==> src/design/cct_pkg.sv <==
package cct_pkg;

    localparam int VALUE_W = 14;

    localparam logic [2:0] OP_TICK  = 3'd0;
    localparam logic [2:0] OP_SEC   = 3'd1;
    localparam logic [2:0] OP_MIN   = 3'd2;
    localparam logic [2:0] OP_HOUR  = 3'd3;
    localparam logic [2:0] OP_DAY   = 3'd4;
    localparam logic [2:0] OP_MONTH = 3'd5;
    localparam logic [2:0] OP_YEAR  = 3'd6;

    localparam logic [5:0] SEC_LAST   = 6'd59;
    localparam logic [5:0] MIN_LAST   = 6'd59;
    localparam logic [4:0] HOUR_LAST  = 5'd23;
    localparam logic [3:0] MONTH_LAST = 4'd12;
    localparam logic [4:0] DAY_FIRST  = 5'd1;
    localparam logic [3:0] MONTH_FIRST = 4'd1;
    localparam logic [3:0] MONTH_FEB  = 4'd2;

    localparam logic [5:0] RST_SEC   = 6'd7;
    localparam logic [5:0] RST_MIN   = 6'd59;
    localparam logic [4:0] RST_HOUR  = 5'd7;
    localparam logic [4:0] RST_DAY   = 5'd5;
    localparam logic [3:0] RST_MONTH = 4'd5;
    localparam int         RST_YEAR  = 5;
    localparam logic       RST_LEAP  = 1'b0;
    localparam logic [4:0] RST_MLEN  = 5'd31;

    localparam logic [4:0] MONTH_DAYS [16] = '{
        5'd0, 5'd31, 5'd28, 5'd31, 5'd30, 5'd31, 5'd30, 5'd31,
        5'd31, 5'd30, 5'd31, 5'd30, 5'd31, 5'd0, 5'd0, 5'd0
    };

    typedef struct packed {
        logic [5:0] sec;
        logic [5:0] min;
        logic [4:0] hour;
        logic [4:0] day;
        logic [3:0] month;
    } t_time;

    // days in month, february gets one more in a leap year
    function automatic logic [4:0] month_len(input logic [3:0] month, input logic leap);
        logic extra;
        extra = (month == MONTH_FEB) && leap;
        return MONTH_DAYS[month] + {4'd0, extra};
    endfunction

    // multiplicative inverse of an odd constant modulo 2^32
    function automatic logic [31:0] inv_odd(input logic [31:0] d);
        logic [31:0] x;
        x = d;
        for (int i = 0; i < 5; i++) begin
            x = x * (32'd2 - d * x);
        end
        return x;
    endfunction

endpackage

==> src/design/cct_in_reg.sv <==
module cct_in_reg (
    input  logic        i_clk,
    input  logic        i_rst_n,
    input  logic        i_valid,
    output logic        o_ready,
    input  logic [2:0]  i_op,
    input  logic [cct_pkg::VALUE_W-1:0] i_value,
    input  logic        i_take,
    output logic        o_valid,
    output logic [2:0]  o_op,
    output logic [cct_pkg::VALUE_W-1:0] o_value
);
    import cct_pkg::*;

    logic                r_valid;
    logic [2:0]          r_op;
    logic [VALUE_W-1:0]  r_value;
    logic                n_valid;

    assign o_ready = !r_valid || i_take;

    always_comb begin
        n_valid = r_valid;
        if (o_ready) begin
            n_valid = i_valid;
        end
    end

    always_ff @(posedge i_clk) begin
        if (!i_rst_n) begin
            r_valid <= 1'b0;
        end else begin
            r_valid <= n_valid;
        end
    end

    always_ff @(posedge i_clk) begin
        if (i_valid && o_ready) begin
            r_op    <= i_op;
            r_value <= i_value;
        end
    end

    assign o_valid = r_valid;
    assign o_op    = r_op;
    assign o_value = r_value;

endmodule

==> src/design/cct_leap.sv <==
module cct_leap #(
    parameter int YEAR_BITS = 14
) (
    input  logic [YEAR_BITS-1:0] i_year,
    output logic                 o_leap
);
    import cct_pkg::*;

    // y divisible by 25 iff y * inv(25) mod 2^n <= (2^n - 1) / 25
    localparam logic [YEAR_BITS-1:0] INV25 = YEAR_BITS'(inv_odd(32'd25));
    localparam int                   LIM_INT = ((2 ** YEAR_BITS) - 1) / 25;
    localparam logic [YEAR_BITS-1:0] LIM25 = YEAR_BITS'(LIM_INT);

    logic [YEAR_BITS-1:0] w_prod;
    logic                 w_div4;
    logic                 w_div16;
    logic                 w_div25;

    assign w_prod  = i_year * INV25;
    assign w_div25 = (w_prod <= LIM25);
    assign w_div4  = (i_year[1:0] == 2'd0);
    assign w_div16 = (i_year[3:0] == 4'd0);
    assign o_leap  = w_div4 && (!w_div25 || w_div16);

endmodule

==> src/design/cct_next.sv <==
module cct_next #(
    parameter int YEAR_BITS = 14
) (
    input  logic [2:0]                  i_op,
    input  logic [cct_pkg::VALUE_W-1:0] i_value,
    input  cct_pkg::t_time              i_cur,
    input  logic [YEAR_BITS-1:0]        i_year,
    input  logic                        i_leap,
    output cct_pkg::t_time              o_nxt,
    output logic [YEAR_BITS-1:0]        o_year,
    output logic                        o_leap,
    output logic [4:0]                  o_month_len
);
    import cct_pkg::*;

    logic [6:0]                   w_sec_inc;
    logic [6:0]                   w_min_inc;
    logic [5:0]                   w_hour_inc;
    logic [5:0]                   w_day_inc;
    logic [4:0]                   w_month_inc;
    logic [4:0]                   w_cur_len;
    logic                         w_sec_wrap;
    logic                         w_min_wrap;
    logic                         w_hour_wrap;
    logic                         w_day_wrap;
    logic                         w_month_wrap;
    logic                         w_c_min;
    logic                         w_c_hour;
    logic                         w_c_day;
    logic                         w_c_month;
    logic                         w_c_year;
    logic [VALUE_W+YEAR_BITS-1:0] w_val_ext;

    assign w_cur_len    = month_len(i_cur.month, i_leap);
    assign w_sec_inc    = {1'b0, i_cur.sec} + 7'd1;
    assign w_min_inc    = {1'b0, i_cur.min} + 7'd1;
    assign w_hour_inc   = {1'b0, i_cur.hour} + 6'd1;
    assign w_day_inc    = {1'b0, i_cur.day} + 6'd1;
    assign w_month_inc  = {1'b0, i_cur.month} + 5'd1;

    assign w_sec_wrap   = w_sec_inc > {1'b0, SEC_LAST};
    assign w_min_wrap   = w_min_inc > {1'b0, MIN_LAST};
    assign w_hour_wrap  = w_hour_inc > {1'b0, HOUR_LAST};
    assign w_day_wrap   = w_day_inc > {1'b0, w_cur_len};
    assign w_month_wrap = w_month_inc > {1'b0, MONTH_LAST};

    // carry chain from seconds up to the year
    assign w_c_min   = w_sec_wrap;
    assign w_c_hour  = w_c_min && w_min_wrap;
    assign w_c_day   = w_c_hour && w_hour_wrap;
    assign w_c_month = w_c_day && w_day_wrap;
    assign w_c_year  = w_c_month && w_month_wrap;

    assign w_val_ext = {{YEAR_BITS{1'b0}}, i_value};

    always_comb begin
        o_nxt  = i_cur;
        o_year = i_year;
        case (i_op)
            OP_TICK: begin
                o_nxt.sec = w_sec_wrap ? 6'd0 : w_sec_inc[5:0];
                if (w_c_min) begin
                    o_nxt.min = w_min_wrap ? 6'd0 : w_min_inc[5:0];
                end
                if (w_c_hour) begin
                    o_nxt.hour = w_hour_wrap ? 5'd0 : w_hour_inc[4:0];
                end
                if (w_c_day) begin
                    o_nxt.day = w_day_wrap ? DAY_FIRST : w_day_inc[4:0];
                end
                if (w_c_month) begin
                    o_nxt.month = w_month_wrap ? MONTH_FIRST : w_month_inc[3:0];
                end
                if (w_c_year) begin
                    o_year = i_year + YEAR_BITS'(1);
                end
            end
            OP_SEC: begin
                o_nxt.sec = i_value[5:0];
            end
            OP_MIN: begin
                o_nxt.min = i_value[5:0];
            end
            OP_HOUR: begin
                o_nxt.hour = i_value[4:0];
            end
            OP_DAY: begin
                o_nxt.day = i_value[4:0];
            end
            OP_MONTH: begin
                o_nxt.month = i_value[3:0];
            end
            OP_YEAR: begin
                o_year = w_val_ext[YEAR_BITS-1:0];
            end
            default: begin
            end
        endcase
    end

    cct_leap #(
        .YEAR_BITS (YEAR_BITS)
    ) u_leap (
        .i_year (o_year),
        .o_leap (o_leap)
    );

    assign o_month_len = month_len(o_nxt.month, o_leap);

endmodule

==> src/design/calendar_clock_tick.sv <==
// each input beat passes the input register, then the result register; a stall can hold it between them
// throughput: one beat per cycle while the receiver is ready; carry chain and leap test are combinational
// the result register also holds the clock state
// reset (i_rst_n low, synchronous): no beats pending, time 07:59:07,
// day 5, month 5, year 5
module calendar_clock_tick #(
    parameter int YEAR_BITS = 14
) (
    input  logic                        i_clk,
    input  logic                        i_rst_n,
    input  logic                        i_valid,
    output logic                        o_ready,
    input  logic [2:0]                  i_op,
    input  logic [cct_pkg::VALUE_W-1:0] i_value,
    output logic                        o_valid,
    input  logic                        i_ready,
    output logic [5:0]                  o_seconds,
    output logic [5:0]                  o_minutes,
    output logic [4:0]                  o_hours,
    output logic [4:0]                  o_day,
    output logic [3:0]                  o_month,
    output logic [YEAR_BITS-1:0]        o_year,
    output logic                        o_leap_year,
    output logic [4:0]                  o_month_length
);
    import cct_pkg::*;

    logic                 w_in_valid;
    logic [2:0]           w_in_op;
    logic [VALUE_W-1:0]   w_in_value;
    logic                 w_take;
    t_time                w_nxt;
    logic [YEAR_BITS-1:0] w_nxt_year;
    logic                 w_nxt_leap;
    logic [4:0]           w_nxt_mlen;

    logic                 r_out_valid;
    t_time                r_time;
    logic [YEAR_BITS-1:0] r_year;
    logic                 r_leap;
    logic [4:0]           r_mlen;
    logic                 n_out_valid;

    assign w_take = w_in_valid && (!r_out_valid || i_ready);

    cct_in_reg u_in_reg (
        .i_clk   (i_clk),
        .i_rst_n (i_rst_n),
        .i_valid (i_valid),
        .o_ready (o_ready),
        .i_op    (i_op),
        .i_value (i_value),
        .i_take  (w_take),
        .o_valid (w_in_valid),
        .o_op    (w_in_op),
        .o_value (w_in_value)
    );

    cct_next #(
        .YEAR_BITS (YEAR_BITS)
    ) u_next (
        .i_op        (w_in_op),
        .i_value     (w_in_value),
        .i_cur       (r_time),
        .i_year      (r_year),
        .i_leap      (r_leap),
        .o_nxt       (w_nxt),
        .o_year      (w_nxt_year),
        .o_leap      (w_nxt_leap),
        .o_month_len (w_nxt_mlen)
    );

    always_comb begin
        n_out_valid = r_out_valid;
        if (w_take) begin
            n_out_valid = 1'b1;
        end else if (i_ready) begin
            n_out_valid = 1'b0;
        end
    end

    always_ff @(posedge i_clk) begin
        if (!i_rst_n) begin
            r_out_valid  <= 1'b0;
            r_time.sec   <= RST_SEC;
            r_time.min   <= RST_MIN;
            r_time.hour  <= RST_HOUR;
            r_time.day   <= RST_DAY;
            r_time.month <= RST_MONTH;
            r_year       <= YEAR_BITS'(RST_YEAR);
            r_leap       <= RST_LEAP;
            r_mlen       <= RST_MLEN;
        end else begin
            r_out_valid <= n_out_valid;
            if (w_take) begin
                r_time <= w_nxt;
                r_year <= w_nxt_year;
                r_leap <= w_nxt_leap;
                r_mlen <= w_nxt_mlen;
            end
        end
    end

    assign o_valid        = r_out_valid;
    assign o_seconds      = r_time.sec;
    assign o_minutes      = r_time.min;
    assign o_hours        = r_time.hour;
    assign o_day          = r_time.day;
    assign o_month        = r_time.month;
    assign o_year         = r_year;
    assign o_leap_year    = r_leap;
    assign o_month_length = r_mlen;

    a_mlen_consistent: assert property (@(posedge i_clk) disable iff (!i_rst_n)
        r_mlen == month_len(r_time.month, r_leap))
        else $error("month length does not match month and leap flag");

    a_leap_div4: assert property (@(posedge i_clk) disable iff (!i_rst_n)
        r_leap |-> (r_year[1:0] == 2'd0))
        else $error("leap flag set for a year not divisible by four");

    a_tick_sec: assert property (@(posedge i_clk) disable iff (!i_rst_n)
        (w_take && (w_in_op == OP_TICK)) |=>
            ((r_time.sec == $past(r_time.sec) + 6'd1) || (r_time.sec == 6'd0)))
        else $error("tick did not advance seconds");

endmodule

==> config.mk <==
export PLATFORM = sky130hd
export DESIGN_NAME = calendar_clock_tick
export DESIGN_NICKNAME = d
export VERILOG_FILES = /design/src/design/cct_pkg.sv /design/src/design/cct_in_reg.sv /design/src/design/cct_leap.sv /design/src/design/cct_next.sv /design/src/design/calendar_clock_tick.sv
export SDC_FILE = /design/constraint.sdc
export NUM_CORES = 1
export LEC_CHECK = 0
export BUFFER_PORTS_ARGS = -buffer_cell sky130_fd_sc_hd__buf_2
export CAP_MARGIN = 20
export CORE_MARGIN = 2
export CORE_UTILIZATION = 45
export DETAILED_ROUTE_END_ITERATION = 12
export HOLD_SLACK_MARGIN = 0.15
export SLEW_MARGIN = 15
export SYNTH_ARGS = -nofsm -noshare
export SYNTH_HDL_FRONTEND = slang
export SYNTH_HIERARCHICAL = 1
export SYNTH_SLANG_ARGS = --single-unit
==> constraint.sdc <==
create_clock -name i_clk -period 21.7 [get_ports i_clk]
set_input_delay 4.34 -clock i_clk [delete_from_list [all_inputs] [get_ports i_clk]]
set_output_delay 4.34 -clock i_clk [all_outputs]
set_load 0.01 [all_outputs]
==> run_summary.xml <==
<?xml version="1.0" encoding="UTF-8"?>
<metrics>
  <group name="logic_synthesis">
    <metric name="share_of_the_synthesized_area_in_the_top_cell_type" unit="">0.159</metric>
    <metric name="synth_seq_cells" unit="">65</metric>
    <metric name="synthDominantAreaCellType" unit="">dfxtp_1</metric>
    <metric name="netlist_top_cells_area" unit="">dfxtp_1, ha_1, edfxtp_1</metric>
    <metric name="cell_variety_after_synth" unit="">73</metric>
    <metric name="synthFlopType" unit="">dfxtp_1</metric>
    <metric name="yosysSeqAreaShare" unit="">0.243</metric>
    <metric name="avgSynthCellArea" unit="µm²">8.15</metric>
    <metric name="async_flop_share" unit="">0</metric>
    <metric name="post_synth_most_frequent_cells" unit="">nand2_1, inv_1, ha_1</metric>
    <metric name="syn_area" unit="µm²">6060</metric>
    <metric name="yosysWarningCount" unit="">6</metric>
    <metric name="syn-num-nets" unit="">837</metric>
    <metric name="number_of_enable_type_register_cells_in_the_synthesized_netlist" unit="">17</metric>
    <metric name="instance_count_of_the_mapped_netlist" unit="">743</metric>
    <metric name="synth.most_common_cell" unit="">nand2_1</metric>
  </group>
  <group name="final_layout">
    <metric name="antenna_diode_instance_count" unit="">0</metric>
    <metric name="area.sequential" unit="µm²">1470</metric>
    <metric name="final_nets" unit="">879</metric>
    <metric name="finish.instance_area" unit="µm²">6730</metric>
    <metric name="multi_input_comb_area" unit="µm²">4010</metric>
    <metric name="layout-area-overhead-vs-synth" unit="%">11.1</metric>
    <metric name="layout-drive-gt1-share" unit="">0.134</metric>
    <metric name="fillCellCount" unit="">1261</metric>
  </group>
  <group name="clock_tree">
    <metric name="htree_levels" unit="">3</metric>
    <metric name="cts.repair.resized" unit="">0</metric>
    <metric name="cts_post_setup_buffers_inserted" unit="">0</metric>
    <metric name="cts-buffers-inserted" unit="">9</metric>
    <metric name="worst_skew_pair.late_latency" unit="ns">0.34</metric>
    <metric name="clk_pin_slew_worst_paths" unit="ns">0.06</metric>
    <metric name="cts_root_buf" unit="">clkbuf_16</metric>
    <metric name="clock_tree.buffer_depth" unit="">2</metric>
    <metric name="cts_tree" unit="">done</metric>
    <metric name="ctsHoldBuffers" unit="">0</metric>
    <metric name="clock-sinks" unit="">65</metric>
  </group>
  <group name="global_routing">
    <metric name="remaining_global_route_overflow" unit="">0</metric>
    <metric name="first_global_vias" unit="">5183</metric>
    <metric name="grt_start_max_net_pins" unit="">73</metric>
    <metric name="grt_usage" unit="">0.221</metric>
    <metric name="antenna_violations_before_repair" unit="">0</metric>
    <metric name="grt_first_pass_wirelength" unit="µm">25400</metric>
  </group>
  <group name="power">
    <metric name="irDropWorstVdd" unit="mV">0.0493</metric>
    <metric name="seq_power_share" unit="">0.350</metric>
    <metric name="p_leak" unit="nW">3.01</metric>
    <metric name="power_switching_share" unit="">0.318</metric>
    <metric name="cellPowerDensity" unit="nW/µm²">61.2</metric>
    <metric name="cell_internal_pwr" unit="W">0.000281</metric>
    <metric name="clkPwrFrac" unit="">0.376</metric>
    <metric name="power.combinational.fraction" unit="">0.274</metric>
    <metric name="net-switching-power" unit="W">0.000131</metric>
  </group>
  <group name="floorplan">
    <metric name="fp.coreArea" unit="µm²">13200</metric>
    <metric name="io_pins" unit="">69</metric>
    <metric name="floorplan.initialDensity" unit="">0.459</metric>
    <metric name="fp.dieW" unit="µm">120</metric>
    <metric name="die_height" unit="µm">120</metric>
    <metric name="std_cell_rows" unit="">42</metric>
    <metric name="dieArea" unit="µm²">14400</metric>
  </group>
  <group name="detailed_routing">
    <metric name="ant_nets" unit="">0</metric>
    <metric name="via_per_instance_ratio" unit="">5.74</metric>
    <metric name="drtPass1Iterations" unit="">5</metric>
    <metric name="detail_route.iter0.violations" unit="">417</metric>
    <metric name="routed_wirelength" unit="µm">15800</metric>
    <metric name="post_drt_wl_per_cell" unit="µm">16.3</metric>
    <metric name="num_vias" unit="">5544</metric>
    <metric name="route.detailed.drc" unit="">0</metric>
  </group>
  <group name="timing">
    <metric name="min_period" unit="ns">10.19</metric>
    <metric name="rsz0062_at_grt" unit="">false</metric>
    <metric name="measured_slew_at_the_worst_slew_check_pin" unit="ns">0.981</metric>
    <metric name="finalClockSkew" unit="ns">0.00571</metric>
    <metric name="timing.fmax" unit="MHz">98.1</metric>
    <metric name="relSlewSlack" unit="">0.345</metric>
    <metric name="period_share" unit="">0.470</metric>
    <metric name="count_of_endpoints_failing_setup_in_the_final_report" unit="">0</metric>
    <metric name="finalMaxSlewViolations" unit="">0</metric>
    <metric name="number_of_endpoints_with_negative_hold_slack_in_the_final_report" unit="">0</metric>
    <metric name="setup_tns" unit="ns">0</metric>
  </group>
  <group name="setup_path">
    <metric name="setup.worst_path.end_class" unit="">output port</metric>
    <metric name="timing.critical_path.slowest_stage_cell" unit="">nor2b_4</metric>
    <metric name="critical_path.cell_chain" unit="">buf_2 &gt; nor2b_4 &gt; nor2_8 &gt; nand2b_4 &gt; buf_2</metric>
    <metric name="arrival" unit="ns">5.85</metric>
    <metric name="cp_top_family" unit="">simple AND/OR/NAND/NOR gates</metric>
    <metric name="worst_path_most_repeated_cell" unit="">buf_2</metric>
    <metric name="timing.critical_path.slowest_cell_delay" unit="ns">0.75</metric>
    <metric name="worstPathBufferInverterCount" unit="">2</metric>
    <metric name="crit_path_max_fanout" unit="">46</metric>
    <metric name="kind_of_start_point_of_the_critical_path" unit="">primary input</metric>
    <metric name="worst_ep_required_time" unit="ns">17.36</metric>
    <metric name="timing_worst_setup_path_type" unit="">primary input to output port</metric>
  </group>
  <group name="place">
    <metric name="gp_congestion" unit="">0.873</metric>
    <metric name="dpl-instance-area" unit="µm²">6420</metric>
    <metric name="portBuffers" unit="">68</metric>
    <metric name="dp_hpwl" unit="µm">11200</metric>
  </group>
  <group name="run">
    <metric name="count_of_max_cap_constraint_violations" unit="">0</metric>
  </group>
  <group name="worst_hold_path">
    <metric name="min-delay-path-class" unit="">flop to flop</metric>
  </group>
  <group name="run_status">
    <metric name="run_status" unit="">completed</metric>
  </group>
</metrics>
routing by layer:
| layer | share of wire | vias to the layer above | track usage | wire, µm |
|---|---|---|---|---|
| li1 | - | 2760 | - | - |
| met1 | 0.45 | 2566 | 0.283 | 7070 |
| met2 | 0.46 | 187 | 0.365 | 7330 |
| met3 | 0.055 | 31 | 0.0280 | 872 |
| met4 | 0.032 | 0 | 0.111 | 506 |
| met5 | 0 | - | 0 | 0 |
tightest hold or removal path, cell delays in order, from the launching register on:
cell and delay (ns):
dfxtp_1 0.34, nand2_1 0.06, mux2i_1 0.06
power groups by stage:
| stage | registers [W] | logic [W] | clock network (W) |
|---|---|---|---|
| 5_1_grt | 0.000145 | 0.000128 | 0.000163 |
| 6_report | 0.000144 | 0.000113 | 0.000155 |
| 2_1_floorplan | 0.000143 | 0.0000878 | 0 |
| 4_1_cts | 0.000144 | 0.000113 | 0.000157 |
| 3_3_place_gp | 0.000146 | 0.000109 | 0 |
| 3_5_place_dp | 0.000146 | 0.000112 | 0 |
final timing paths:
check        cells past startpoint                end        from  slack [ns]
min reg2reg                      2          o_year[9]   o_year[9]        0.51
max                              5            o_ready     i_ready       11.51
min                              2          o_year[9]   o_year[9]        0.51
max reg2reg                     38  o_month_length[2]  o_month[0]       12.59
registers in the layout, summed over array words and instances, names as in the netlist:
name and count:
o_month 4, o_seconds 6, u_in_reg/o_valid 1, o_hours 5
o_day 5, o_leap_year 1, o_year 14, o_month_length 5
o_valid 1, u_in_reg/o_value 14, u_in_reg/o_op 3, o_minutes 6
layout make-up:
cell class	count	share of cell area
Multi-Input combinational cell	545	0.596
Inverter	93	0.0519
Clock inverter	5	0.0119
Sequential cell	65	0.219
Timing Repair Buffer	71	0.0539
Clock buffer	11	0.0346
Tap cell	176	0.0327
cells by family (layout without fill, tap and decap cells):
| group | count (synthesis) | count (layout) | synth area share |
|---|---|---|---|
| AND/OR/NAND/NOR | 233 | 233 | 0.186 |
| multiplexers | 26 | 26 | 0.0430 |
| AO/OA/AOI/OAI | 193 | 193 | 0.231 |
| buffers and inverters | 133 | 180 | 0.0944 |
| XOR/XNOR | 20 | 20 | 0.0382 |
| adder cells (fa/ha/maj) | 73 | 73 | 0.164 |
| flip-flops | 65 | 65 | 0.243 |
cell usage in the layout (no fill, tap or decap), types with 8 or more instances in the layout:
cell type,netlist,final
edfxtp_1,17,17
o311ai_1,24,25
nor4_1,8,8
o21ai_0,49,49
nor2_1,33,33
inv_1,92,92
nand2_1,103,103
ha_1,62,62
o211ai_1,11,11
and3_1,12,12
fa_1,11,11
dfxtp_1,48,48
nand3_1,32,32
a21oi_1,24,24
buf_2,10,68
o31ai_1,8,8
mux2i_1,26,26
clkbuf_16,0,9
xnor2_1,10,10
through the flow:
stage	instances	setup slack, ns	util	hold slack (ns)	total power, W
2_1_floorplan	743	12.40	-	0.487	0.000230
5_1_grt	966	11.38	0.510	0.538	0.000436
3_3_place_gp	950	11.53	0.486	0.492	0.000255
6_report	966	11.51	0.510	0.510	0.000412
3_5_place_dp	950	11.50	0.486	0.495	0.000259
4_1_cts	966	11.49	0.510	0.507	0.000415
(Power assumes the default switching activity.)
